<file path="src/sv/strace_pkg.sv">
`timescale 1ns / 1ps

package strace_pkg;

  localparam int unsigned SEQ_W    = 64;
  localparam int unsigned PHASE_W  = 32;
  localparam int unsigned WORD_W   = 64;
  localparam int unsigned REQ_W    = 7;

  localparam logic KIND_RECORD   = 1'b0;
  localparam logic KIND_SNAPSHOT = 1'b1;

  typedef struct packed {
    logic               kind;
    logic [PHASE_W-1:0] phase;
    logic [WORD_W-1:0]  detail;
    logic [WORD_W-1:0]  timestamp;
    logic [REQ_W-1:0]   max_entries;
  } in_item_t;

  typedef struct packed {
    logic               entry_valid;
    logic [SEQ_W-1:0]   seq_number;
    logic [WORD_W-1:0]  stamp;
    logic [WORD_W-1:0]  detail_out;
    logic [PHASE_W-1:0] phase_out;
    logic               last;
  } out_item_t;

  // one read issue toward the output stage
  typedef struct packed {
    logic             valid;
    logic             entry_valid;
    logic             last;
    logic [SEQ_W-1:0] seq;
  } issue_t;

  typedef struct packed {
    logic wr_en;
    logic rd_en;
  } mem_ctrl_t;

  typedef enum logic {
    ST_IDLE,
    ST_READ
  } ctrl_state_t;

endpackage

</file>
<file path="src/sv/strace_ctrl.sv">
`timescale 1ns / 1ps

module strace_ctrl #(
  parameter int unsigned DEPTH = 64
) (
  input  logic                         clk,
  input  logic                         rst_n,
  input  logic                         accept,
  input  logic                         kind,
  input  logic [strace_pkg::REQ_W-1:0] max_entries,
  output logic                         busy,
  output strace_pkg::mem_ctrl_t        mem_ctrl,
  output logic [$clog2(DEPTH)-1:0]     wr_addr,
  output logic [$clog2(DEPTH)-1:0]     rd_addr,
  output strace_pkg::issue_t           issue
);

  localparam int unsigned IDX_W = $clog2(DEPTH);
  localparam int unsigned CNT_W = $clog2(DEPTH + 1);
  localparam int unsigned SUM_W = $clog2(2 * DEPTH + 1);
  localparam int unsigned SEQ_W = strace_pkg::SEQ_W;
  localparam int unsigned REQ_W = strace_pkg::REQ_W;

  strace_pkg::ctrl_state_t state_r, state_nxt;

  logic [SEQ_W-1:0] latest_r, latest_nxt;
  logic [IDX_W-1:0] wr_slot_r, wr_slot_nxt;
  logic [IDX_W-1:0] rd_slot_r, rd_slot_nxt;
  logic [CNT_W-1:0] remain_r, remain_nxt;
  logic [SEQ_W-1:0] seq_r, seq_nxt;

  logic             do_record;
  logic             do_snap;
  logic [CNT_W-1:0] held;
  logic [REQ_W-1:0] req_cnt;
  logic [CNT_W-1:0] snap_cnt;
  logic [SUM_W-1:0] start_sum;
  logic [IDX_W-1:0] start_slot;
  logic [SEQ_W-1:0] oldest;
  logic [SEQ_W-1:0] rec_seq;
  logic [IDX_W-1:0] rec_slot;
  logic             last_issue;

  assign do_record = accept && (kind == strace_pkg::KIND_RECORD);
  assign do_snap   = accept && (kind == strace_pkg::KIND_SNAPSHOT);

  // record: next sequence and its slot; slot wraps at the ring end and restarts at zero when sequence wraps
  assign rec_seq = latest_r + SEQ_W'(1);
  always_comb begin
    if (rec_seq == '0) begin
      rec_slot = '0;
    end else if (wr_slot_r == IDX_W'(DEPTH - 1)) begin
      rec_slot = '0;
    end else begin
      rec_slot = wr_slot_r + IDX_W'(1);
    end
  end

  // snapshot window
  assign held     = (latest_r < SEQ_W'(DEPTH)) ? CNT_W'(latest_r) : CNT_W'(DEPTH);
  assign req_cnt  = (max_entries < REQ_W'(held)) ? max_entries : REQ_W'(held);
  assign snap_cnt = CNT_W'(req_cnt);
  assign oldest   = latest_r - SEQ_W'(held) + SEQ_W'(1);
  assign start_sum = SUM_W'(wr_slot_r) + SUM_W'(DEPTH + 1) - SUM_W'(held);
  assign start_slot = (start_sum >= SUM_W'(DEPTH)) ? IDX_W'(start_sum - SUM_W'(DEPTH))
                                                   : IDX_W'(start_sum);

  assign last_issue = (remain_r == CNT_W'(1));

  // next state
  always_comb begin
    state_nxt = state_r;
    unique case (state_r)
      strace_pkg::ST_IDLE: begin
        if (do_snap && (snap_cnt != '0)) begin
          state_nxt = strace_pkg::ST_READ;
        end
      end
      strace_pkg::ST_READ: begin
        if (last_issue) begin
          state_nxt = strace_pkg::ST_IDLE;
        end
      end
      default: state_nxt = strace_pkg::ST_IDLE;
    endcase
  end

  // outputs and datapath
  always_comb begin
    latest_nxt  = latest_r;
    wr_slot_nxt = wr_slot_r;
    rd_slot_nxt = rd_slot_r;
    remain_nxt  = remain_r;
    seq_nxt     = seq_r;
    mem_ctrl    = '0;
    issue       = '0;
    busy        = 1'b0;
    unique case (state_r)
      strace_pkg::ST_IDLE: begin
        if (do_record) begin
          latest_nxt     = rec_seq;
          wr_slot_nxt    = rec_slot;
          mem_ctrl.wr_en = 1'b1;
        end else if (do_snap) begin
          if (snap_cnt == '0) begin
            issue.valid = 1'b1;
            issue.last  = 1'b1;
          end else begin
            rd_slot_nxt = start_slot;
            remain_nxt  = snap_cnt;
            seq_nxt     = oldest;
          end
        end
      end
      strace_pkg::ST_READ: begin
        busy              = 1'b1;
        mem_ctrl.rd_en    = 1'b1;
        issue.valid       = 1'b1;
        issue.entry_valid = 1'b1;
        issue.last        = last_issue;
        issue.seq         = seq_r;
        rd_slot_nxt = (rd_slot_r == IDX_W'(DEPTH - 1)) ? '0 : rd_slot_r + IDX_W'(1);
        remain_nxt  = remain_r - CNT_W'(1);
        seq_nxt     = seq_r + SEQ_W'(1);
      end
      default: begin
        busy = 1'b0;
      end
    endcase
  end

  assign wr_addr = rec_slot;
  assign rd_addr = rd_slot_r;

  always_ff @(posedge clk) begin
    if (!rst_n) begin
      state_r   <= strace_pkg::ST_IDLE;
      latest_r  <= '0;
      wr_slot_r <= '0;
      remain_r  <= '0;
    end else begin
      state_r   <= state_nxt;
      latest_r  <= latest_nxt;
      wr_slot_r <= wr_slot_nxt;
      remain_r  <= remain_nxt;
    end
  end

  always_ff @(posedge clk) begin
    rd_slot_r <= rd_slot_nxt;
    seq_r     <= seq_nxt;
  end

  a_read_count_nonzero: assert property (@(posedge clk) disable iff (!rst_n)
    (state_r == strace_pkg::ST_READ) |-> (remain_r != '0))
    else $error("read pass running with no entries left");

  a_read_ends: assert property (@(posedge clk) disable iff (!rst_n)
    ((state_r == strace_pkg::ST_READ) && last_issue) |=> (state_r == strace_pkg::ST_IDLE))
    else $error("read pass did not stop after its final entry");

  a_record_bumps: assert property (@(posedge clk) disable iff (!rst_n)
    do_record && (state_r == strace_pkg::ST_IDLE) |=> (latest_r == $past(latest_r) + SEQ_W'(1)))
    else $error("record beat did not advance the sequence");

  a_slot_range: assert property (@(posedge clk) disable iff (!rst_n)
    (wr_slot_r <= IDX_W'(DEPTH - 1)) && (rd_slot_r <= IDX_W'(DEPTH - 1) ||
     state_r == strace_pkg::ST_IDLE))
    else $error("slot pointer beyond ring depth");

endmodule

</file>
<file path="config.mk">
export PLATFORM = sky130hd
export DESIGN_NAME = strace_ctrl
export DESIGN_NICKNAME = d
export VERILOG_FILES = /design/src/sv/strace_pkg.sv /design/src/sv/strace_ctrl.sv
export SDC_FILE = /design/constraint.sdc
export NUM_CORES = 1
export LEC_CHECK = 0
export ABC_CLOCK_PERIOD_IN_PS = 15400
export BUFFER_PORTS_ARGS = -buffer_cell sky130_fd_sc_hd__buf_2
export CORE_MARGIN = 5
export CORE_UTILIZATION = 45
export CTS_BUF_LIST = sky130_fd_sc_hd__clkbuf_8
export DETAILED_ROUTE_END_ITERATION = 10
export GPL_TIMING_DRIVEN = 0
export HOLD_SLACK_MARGIN = 0.03
export PLACE_DENSITY_LB_ADDON = 0.12
export SETUP_SLACK_MARGIN = 0.02
export SYNTH_ARGS = -nofsm -noshare
export SYNTH_HDL_FRONTEND = slang
export SYNTH_SLANG_ARGS = --single-unit
</file>
<file path="constraint.sdc">
create_clock -name clk -period 15.4 [get_ports clk]
set_clock_uncertainty 0.05 [all_clocks]
set_input_delay 0 -clock clk [delete_from_list [all_inputs] [get_ports clk]]
set_output_delay 0 -clock clk [all_outputs]
set_load 0.01 [all_outputs]
</file>
==> out/metrics.yaml, run 1 <==
global_routing:
  antenna_found_initial: 0
  grt_pass1_vias: 12600
  grt_overflow: 0
  grt_pass1_wl_um: 70200
  grt_max_degree: 44
  track_usage_pct: 24.4
critical_path:
  crit_required_ps: 15550
  crit_fanout: 10
  arrival_ps: 7700
  startpoint: "latest_r[8]"
  r2r_start: "latest_r[8]"
  cp-start-kind: "flip-flop"
  endpoint_kind: "flip-flop"
  crit_type: "flip-flop to flip-flop"
status:
  status: "finished, final reports clean"
layout:
  nFillCells: 3248
  fin_nets: 2178
  syn2layout_area_growth_pct: 10.5
  layout-drive-gt1-share_pct: 7.57
  fin_util_pct: 50.1
  diodes: 0
  design_area_mm2: 0.0163
timing:
  rsz0062_at_grt: "no"
  max_freq_mhz: 132
  setup_tns_ps: 0
  worst_pin_slew_ps: 1210
  setup_viol: 0
  fin_crit_ps: 7550
  hold_viol: 0
  drv_slew: 0
  timing.final.crit_share_pct: 49.0
  relSlewSlack_pct: 18.7
  hold_ws_ps: 75.5
min_path:
  holdCritPathClass: "input pin to flip-flop"
  min_from: "kind"
drt:
  drtIter0Drc: 1171
  drc: 0
  via_per_inst: 5.56
  via_count: 13600
  drt_wl_total_um: 45300
  postRouteAntennaNets: 0
  detail_route.wl_per_cell_um: 18.6
  dr.pass1.iters: 5
place:
  postPlaceCellArea_mm2: 0.0158
  dp_hpwl_um: 36000
  gp_congestion: 0.950
  portBuffers: 92
yosys:
  synth_seq_cells: 148
  ys_warn_count: 0
  synthTopCellsByArea: "ha_1 (16%), edfxtp_1 (14%), dfxtp_1 (11%), xnor2_1 (9.3%), nand2_1 (5.3%)"
  synth_area_per_cell_um2: 7.90
  syn_area_mm2: 0.0147
  ys.flop_type: "dfxtp_1"
  ys_types: 73
  ys_seq_area_share_pct: 24.9
  syn_inst: 1863
  yosys.area.top_type_share_pct: 15.6
  async_reset_ff_share_pct: 0
  synth_area_leader_cell: "ha_1"
  synth-edff-count: 70
clocking:
  cts_buffers: 17
  cts_setup_buffers: 0
  ctsLongestPathBuffers: 2
  clock-sinks: 148
  cts_tree: "built"
  cts_root_buf: "clkbuf_8"
  clk_pin_slew_worst_paths_ps: 90
  clk_latency_ps: 490
  htree_num_levels: 4
power:
  cell_internal_pwr_uw: 678
  leakagePower_uw: 0.00696
  p_seq_share_pct: 47.5
  ir_drop_v: 0.0000517
  p_comb_share_pct: 15.9
  p_switching_uw: 298
  finalPower_uw: 976
  switching_share_pct: 30.5
  p_clk_share_pct: 36.6
  cellPowerDensity_mw_per_mm2: 60.0
flow_run:
  cap_violations: 0
die:
  die_h_um: 191
  pin_count: 93
  initial_core_util_pct: 45.4
  placeableCoreArea_mm2: 0.0325
  die_area_mm2: 0.0364
  num_rows: 66
  die_w_um: 191
-- metrics by stage --
| stage | worst slack, ps | cells |
|---|---|---|
| floorplan | 10040 | 1864 |
| global placement | 7860 | 2398 |
| detailed placement | 7960 | 2399 |
| CTS | 7910 | 2437 |
| global route | 7430 | 2437 |
| finish | 7850 | 2437 |
-- metal layers --
| metal | vias to the layer above | part of all wire (%) | track usage (%) |
|---|---|---|---|
| met2 | 384 | 43 | 38.2 |
| met4 | 0 | 1.8 | 5.86 |
| li1 | 6726 | - | - |
| met3 | 49 | 6.3 | 3.55 |
| met1 | 6391 | 48 | 35.5 |
| met5 | - | 0 | 0 |
-- power by group through the flow --
stage               clock network (uW)  logic [uW]  registers, uW
floorplan                            0        99.1            468
global placement                     0         149            474
detailed placement                   0         153            472
CTS                                362         155            463
global route                       377         170            467
finish                             357         155            464
-- critical path, cell delays in order (launching register included) --
cell and delay [ps]:
dfxtp_1 460, inv_1 180, ha_1 220, o21ai_0 80, a31oi_1 150, o21ai_0 210
a31oi_1 160, o21ai_0 510, a31oi_1 310, clkbuf_1 260, and2_1 230, ha_1 220
fa_1 420, a211oi_1 250, o21ai_0 290, a311oi_1 550, o211ai_1 290, a221o_1 420
a21oi_1 380, o211ai_1 180, a221oi_1 710, o21ai_0 260, xor2_1 360, mux2i_1 130
-- worst paths after layout --
path | slack [ps] | to | cells past startpoint
max | 7850 | seq_r[63] | 23
min | 80 | remain_r[0] | 5
max reg2reg | 7850 | seq_r[63] | 23
min reg2reg | 450 | wr_slot_r[1] | 2
-- cell usage after synthesis, types with 9 or more instances --
library cell,count
a21o_1,24
nand2_1,206
dfxtp_1,78
nand2b_1,18
o21ai_0,98
a31oi_1,16
or3_1,18
nor2b_1,17
a21oi_1,127
nor4_1,19
buf_1,9
nand3_1,65
o211ai_1,11
and3_1,24
inv_1,121
a211oi_1,14
and2_1,70
ha_1,183
mux2i_1,16
nand4_1,50
o21bai_1,21
nor3_1,29
and4_1,9
clkbuf_1,43
xnor2_1,156
nor2_1,178
xor2_1,61
edfxtp_1,70
-- registers in the layout (all words and copies together), names as in the netlist --
| name | cells |
|---|---|
| wr_slot_r | 6 |
| state_r | 1 |
| remain_r | 7 |
| seq_r | 64 |
| rd_addr | 6 |
| latest_r | 64 |
-- area by class of cell --
class,count,area [um^2],area share (%)
repair buffers,99,548,3.37
clock inverters,15,201,1.24
clock buffers,17,234,1.44
multi-input cells,1534,10400,63.7
inverters,122,458,2.81
well taps,442,553,3.40
flip-flops and latches,148,3660,22.5
plain buffers,60,240,1.48
-- logic make-up (layout without fill, tap and decap cells) --
family,Yosys count,in the layout,synth area share (%)
compound gates,374,374,15.5
xor+xnor,217,217,12.9
fa+ha+maj,185,185,15.8
buf+inv,182,313,4.74
flops,148,148,24.9
mux,20,20,1.39
other cells,2,3,0.0510
simple gates,735,735,24.7
-- cells in the final DEF (no fill, tap or decap), types with 70 or more instances in the layout --
cell type  count
xnor2_1      156
o21ai_0       98
dfxtp_1       78
ha_1         183
nand2_1      205
buf_2         98
inv_1        122
a21oi_1      127
and2_1        70
edfxtp_1      70
nor2_1       178
-- timing repair --
item	in CTS	in global routing
hold endpoints to repair	7	0
hold buffers	6	0
resized for setup	0	0
Power figures use the tool's default switching activity.
==> run 2, diff against run 1 <==
ABC_CLOCK_PERIOD_IN_PS = 6800   (was 15400)
clock period = 6.8 ns   (was 15.4 ns; I/O delays follow)
==> out/metrics.yaml, run 2 (synthesis results as in run 1) <==
die:
  num_rows: 66  # unchanged
  initial_core_util_pct: 45.4  # unchanged
  die_h_um: 191  # unchanged
  die_w_um: 191  # unchanged
  placeableCoreArea_mm2: 0.0325  # unchanged
  die_area_mm2: 0.0364  # unchanged
  pin_count: 93  # unchanged
place:
  preCtsSetupSlack_ps: -643  # -8600 ps
  portBuffers: 92  # unchanged
  gp_congestion: 0.950  # unchanged
  dp_hpwl_um: 36000  # unchanged
  postPlaceCellArea_mm2: 0.0158  # unchanged
  dp_cells: 2399  # unchanged
layout:
  fin_util_pct: 50.3  # +0.15 points
  fin_nets: 2178  # unchanged
  diodes: 0  # unchanged
  layout-drive-gt1-share_pct: 7.97  # +0.40 points
  final_common_cell: "nand2_1"
  design_area_mm2: 0.0163  # +0.31%
  syn2layout_area_growth_pct: 10.9
  top_regs: "latest_r (64), seq_r (64), remain_r (7)"
  final_cell_mix: "nand2_1 (205), ha_1 (183), nor2_1 (178), xnor2_1 (156), a21oi_1 (125)"
  stdcell_count: 2437  # unchanged
timing:
  rsz0062_at_grt: "yes"
  relSlewSlack_pct: 20.7  # +2.0 points
  drv_slew: 0  # unchanged
  hold_viol: 0  # unchanged
  worst_pin_slew_ps: 1180  # -29.9 ps
  fin_crit_ps: 6510  # -1030 ps
  setup_viol: 0  # unchanged
  max_freq_mhz: 154  # +16%
  timing.final.crit_share_pct: 95.8  # +47 points
  worst_slack_ps: 286  # -7570 ps
  setup_tns_ps: 0  # unchanged
clocking:
  clk_latency_ps: 490  # about the same
  cts_tree: "built"
  clk_pin_slew_worst_paths_ps: 90  # about the same
  cts_setup_buffers: 0  # unchanged
  ctsLongestPathBuffers: 2  # unchanged
  clock-sinks: 148  # unchanged
  cts_root_buf: "clkbuf_8"
  cts_buffers: 17  # unchanged
  htree_num_levels: 4  # unchanged
global_routing:
  grt_pass1_wl_um: 70200  # about the same
  grt_pass1_vias: 12700  # +0.18%
  grt_max_degree: 44  # unchanged
  track_usage_pct: 24.4  # about the same
  antenna_found_initial: 0  # unchanged
  grt_overflow: 0  # unchanged
drt:
  via_per_inst: 5.59  # +0.54%
  detail_route.wl_per_cell_um: 18.6  # +0.15%
  drt_wl_total_um: 45400  # +0.15%
  dr.pass1.iters: 7  # +2
  drtIter0Drc: 1232  # +5.2%
  drc: 0  # unchanged
  via_count: 13600  # +0.54%
  postRouteAntennaNets: 0  # unchanged
status:
  status: "finished, final reports clean"
critical_path:
  endpoint_kind: "flip-flop"
  startpoint: "latest_r[8]"
  rrSetupSlack_ps: 290  # -7570 ps
  critical_path.most_common_cell: "a31oi_1"
  slowest_stage: "a2111oi_0"
  arrival_ps: 6680  # -1020 ps
  r2r_start: "latest_r[8]"
  crit_type: "flip-flop to flip-flop"
  reg2reg_to: "seq_r[58]"
  max_stage_delay_ps: 770  # +60 ps
  crit_fanout: 10  # unchanged
  cp-start-kind: "flip-flop"
  rr_worst_depth: 20  # -13%
  crit_required_ps: 6960  # -8590 ps
  cp_cell_sequence: "inv_1 > ha_1 > a31oi_1 > o21ai_0 > a31oi_1 > o21ai_2 > a31oi_2 > clkbuf_2 > nand2_1 > ha_1 > a21oi_1 > nand2_1 > o21ai_0 > a31oi_1 > o2111ai_1 > nand3_1 > a2111oi_0 > o41ai_1 > a2111oi_0 > o22ai_1"
min_path:
  holdCritPathClass: "input pin to flip-flop"
  worstHoldEndpoint: "remain_r[0]"
  holdPathStages: 5  # unchanged
  min_from: "kind"
power:
  leakagePower_uw: 0.00698  # +0.17%
  ir_drop_v: 0.000117  # +130%
  cellPowerDensity_mw_per_mm2: 136  # +130%
flow_run:
  cap_violations: 0  # unchanged
run 2: critical path, delay by kind of cell, from the launching register on:
kind	cells	cell delay, ps
flops	1	460
simple gates	3	400
buf+inv	2	430
compound gates	13	4280
fa+ha+maj	2	620
run 2: final cells by class:
| class | instances | area [um^2] |
|---|---|---|
| fillers | 3240 | 16100 |
| multi-input cells | 1534 | 10400 |
| flip-flops and latches | 148 | 3660 |
| well taps | 442 | 553 |
| repair buffers | 99 | 548 |
| inverters | 122 | 458 |
| plain buffers | 60 | 241 |
| clock buffers | 17 | 234 |
| clock inverters | 15 | 201 |
run 2: what timing repair did:
item	in CTS	in global routing
resized for setup	5	7
hold buffers	6	0
endpoints found under the setup margin	7	8
hold endpoints to repair	7	0
run 2: worst max path at each step:
stage / end / slack [ps] / cells past startpoint
floorplan: state_r / 1440 / 19
global placement: seq_r[9] / -740 / 17
detailed placement: seq_r[63] / -640 / 23
CTS: seq_r[63] / 30 / 22
global route: seq_r[63] / 10 / 23
finish: seq_r[58] / 290 / 20
run 2: power breakdown:
group	switching, uW	internal, uW	leakage, uW
combinational	217	135	0.00547
clock	406	403	0.000223
sequential	52.2	998	0.00128
run 2: per-layer routing:
layer,part of all wire (%),GRT usage (%)
met2,44,38.3
met4,1.6,5.86
met1,48,35.5
met5,0,0
met3,6.2,3.55
run 2: stage by stage:
step | total power (uW) | hold slack, ps
floorplan | 1280 | 77.9
finish | 2210 | 65.9
global route | 2300 | 105
global placement | 1410 | 256
detailed placement | 1420 | 263
CTS | 2220 | 34.7
==> run 3, diff against run 2 <==
CELL_PAD_IN_SITES_DETAIL_PLACEMENT = 1   (was not set)
CELL_PAD_IN_SITES_GLOBAL_PLACEMENT = 1   (was not set)
CORE_UTILIZATION = 43   (was 45)
==> out/metrics.yaml, run 3 (synthesis results as in run 1) <==
status:
  status: "finished, final reports clean"
power:
  ir_drop_v: 0.000123  # +5.7%
  cellPowerDensity_mw_per_mm2: 134  # -1.1%
  leakagePower_uw: 0.00697  # about the same
  finalPower_uw: 2190  # -1.1%
layout:
  syn2layout_area_growth_pct: 10.9  # about the same
  nFillCells: 4251  # +31%
  top_regs: "latest_r (64), seq_r (64), remain_r (7)"
  layout-drive-gt1-share_pct: 8.07  # +0.096 points
  multiInputGateArea_mm2: 0.0104  # about the same
  fin_util_pct: 48.4  # -1.8 points
  regArea_mm2: 0.00366  # unchanged
  final_common_cell: "nand2_1"
  fin_nets: 2179  # +0.046%
  final_cell_mix: "nand2_1 (205), ha_1 (183), nor2_1 (178), xnor2_1 (156), a21oi_1 (125)"
  diodes: 0  # unchanged
critical_path:
  reg2reg_to: "seq_r[55]"
  crit_fanout: 10  # unchanged
  crit_type: "flip-flop to flip-flop"
  endpoint_kind: "flip-flop"
  worstSetupEndpoint: "seq_r[55]"
  r2r_start: "latest_r[8]"
  rr_worst_depth: 23  # +15%
  rrSetupSlack_ps: 300  # about the same
  arrival_ps: 6660  # -20 ps
  cp-start-kind: "flip-flop"
  crit_required_ps: 6960  # about the same
  startpoint: "latest_r[8]"
place:
  preCtsSetupSlack_ps: -659  # -16.8 ps
  gp_congestion: 0.917  # -3.5%
  portBuffers: 92  # unchanged
  dp_hpwl_um: 40200  # +12%
clocking:
  clk_pin_slew_worst_paths_ps: 90  # about the same
  clock-sinks: 148  # unchanged
  cts_tree: "built"
  cts_buffers: 17  # unchanged
  cts_root_buf: "clkbuf_8"
  clk_latency_ps: 510  # +20 ps
  htree_num_levels: 4  # unchanged
  cts_setup_buffers: 0  # unchanged
  ctsLongestPathBuffers: 2  # unchanged
timing:
  worst_pin_slew_ps: 1200  # +23.8 ps
  drv_slew: 0  # unchanged
  fin_crit_ps: 6500  # -14.4 ps
  hold_viol: 0  # unchanged
  max_freq_mhz: 154  # +0.22%
  worst_slack_ps: 300  # +14.4 ps
  hold_ws_ps: 88.9  # +23.0 ps
  rsz0062_at_grt: "yes"
  timing.final.crit_share_pct: 95.6  # -0.21 points
  setup_viol: 0  # unchanged
  relSlewSlack_pct: 19.1  # -1.6 points
die:
  die_area_mm2: 0.0380  # +4.4%
  num_rows: 67  # +1.5%
  pin_count: 93  # unchanged
  die_h_um: 195  # +2.2%
  die_w_um: 195  # +2.2%
  initial_core_util_pct: 43.7  # -1.7 points
  placeableCoreArea_mm2: 0.0337  # +3.8%
global_routing:
  grt_pass1_wl_um: 78800  # +12%
  track_usage_pct: 25.9  # +1.5 points
  antenna_found_initial: 0  # unchanged
  grt_pass1_vias: 14000  # +10%
  grt_max_degree: 47  # +6.8%
  grt_overflow: 0  # unchanged
drt:
  via_count: 13900  # +2.0%
  drc: 0  # unchanged
  postRouteAntennaNets: 0  # unchanged
  via_per_inst: 5.69  # +1.7%
  drtIter0Drc: 751  # -39%
  detail_route.wl_per_cell_um: 20.6  # +11%
  drt_wl_total_um: 50400  # +11%
  dr.pass1.iters: 5  # -2
flow_run:
  cap_violations: 0  # unchanged
min_path:
  holdPathStages: 5  # unchanged
  holdCritPathClass: "input pin to flip-flop"
==> run 3: cell count changes in the layout (fill, tap and decap cells not counted) <==
cell and delta:
a2111oi_1 +1, clkbuf_8 +3, a2111oi_0 -1, inv_1 -1, inv_6 +1, inv_4 -2, bufinv_16 -2, clkinv_4 +1
dlygate4sd3_1 +1, o21ai_2 +1, o21ai_1 -1
==> run 3: stage by stage <==
stage          std cells  area (um^2)  setup TNS, ps
6_report            2444        16300              0
5_1_grt             2444        16300          -1.90
4_1_cts             2444        16300              0
3_5_place_dp        2405        15800          -2940
3_3_place_gp        2404        15700         -55010
2_1_floorplan       1864        14700              0
==> run 3: per-layer routing <==
| metal | vias up | GRT usage [%] | wire, um |
|---|---|---|---|
| li1 | 6733 | - | - |
| met2 | 263 | 41.3 | 22700 |
| met3 | 52 | 3.02 | 2030 |
| met4 | 0 | 6.18 | 885 |
| met1 | 6852 | 37.5 | 24800 |
| met5 | - | 0 | 0 |
==> run 3: critical path: stages, from the launching register on <==
cell and delay, ps:
dfxtp_1 460, inv_1 190, ha_1 230, o21ai_0 100, a31oi_1 170, o21ai_0 190, a31oi_1 180, o21ai_2 290
a31oi_2 190, clkbuf_2 210, and2_1 210, ha_1 220, fa_1 430, a211oi_1 310, o21ai_2 160, a311oi_2 400
o211ai_1 280, a221o_1 430, a21oi_2 290, o211ai_1 200, a221oi_4 390, o21ai_0 200, xnor2_1 290, mux2i_1 130
==> run 3: how the worst min path moves through the flow <==
stage / to / from / slack [ps]
after CTS: remain_r[4] / max_entries[4] / 30
after global placement: remain_r[6] / rst_n / 260
final: remain_r[4] / max_entries[4] / 90
after floorplan: remain_r[6] / rst_n / 80
after detailed placement: remain_r[6] / rst_n / 270
after global routing: remain_r[4] / max_entries[4] / 100
==> run 3: final cells by class <==
type                            instances  share of cell area [%]
Tap cell                              448                    3.43
Sequential cell                       148                    22.4
Multi-Input combinational cell       1534                    63.9
Inverter                              122                    2.81
Clock buffer                           20                    1.69
Buffer                                 60                    1.48
Timing Repair Buffer                  100                    3.42
Clock inverter                         12                   0.874
==> run 3: power by group <==
part           leakage [uW]  internal, uW  switching [uW]  total (uW)
clock network      0.000211           362             411         773
logic               0.00548           137             226         363
registers           0.00128           998            54.2        1050
==> run 3: repair_timing <==
item	in CTS	in global routing
gates resized for setup	6	8
hold buffers	7	0
endpoints found under the hold margin	7	0
pin swaps	0	1
setup endpoints to repair	8	9
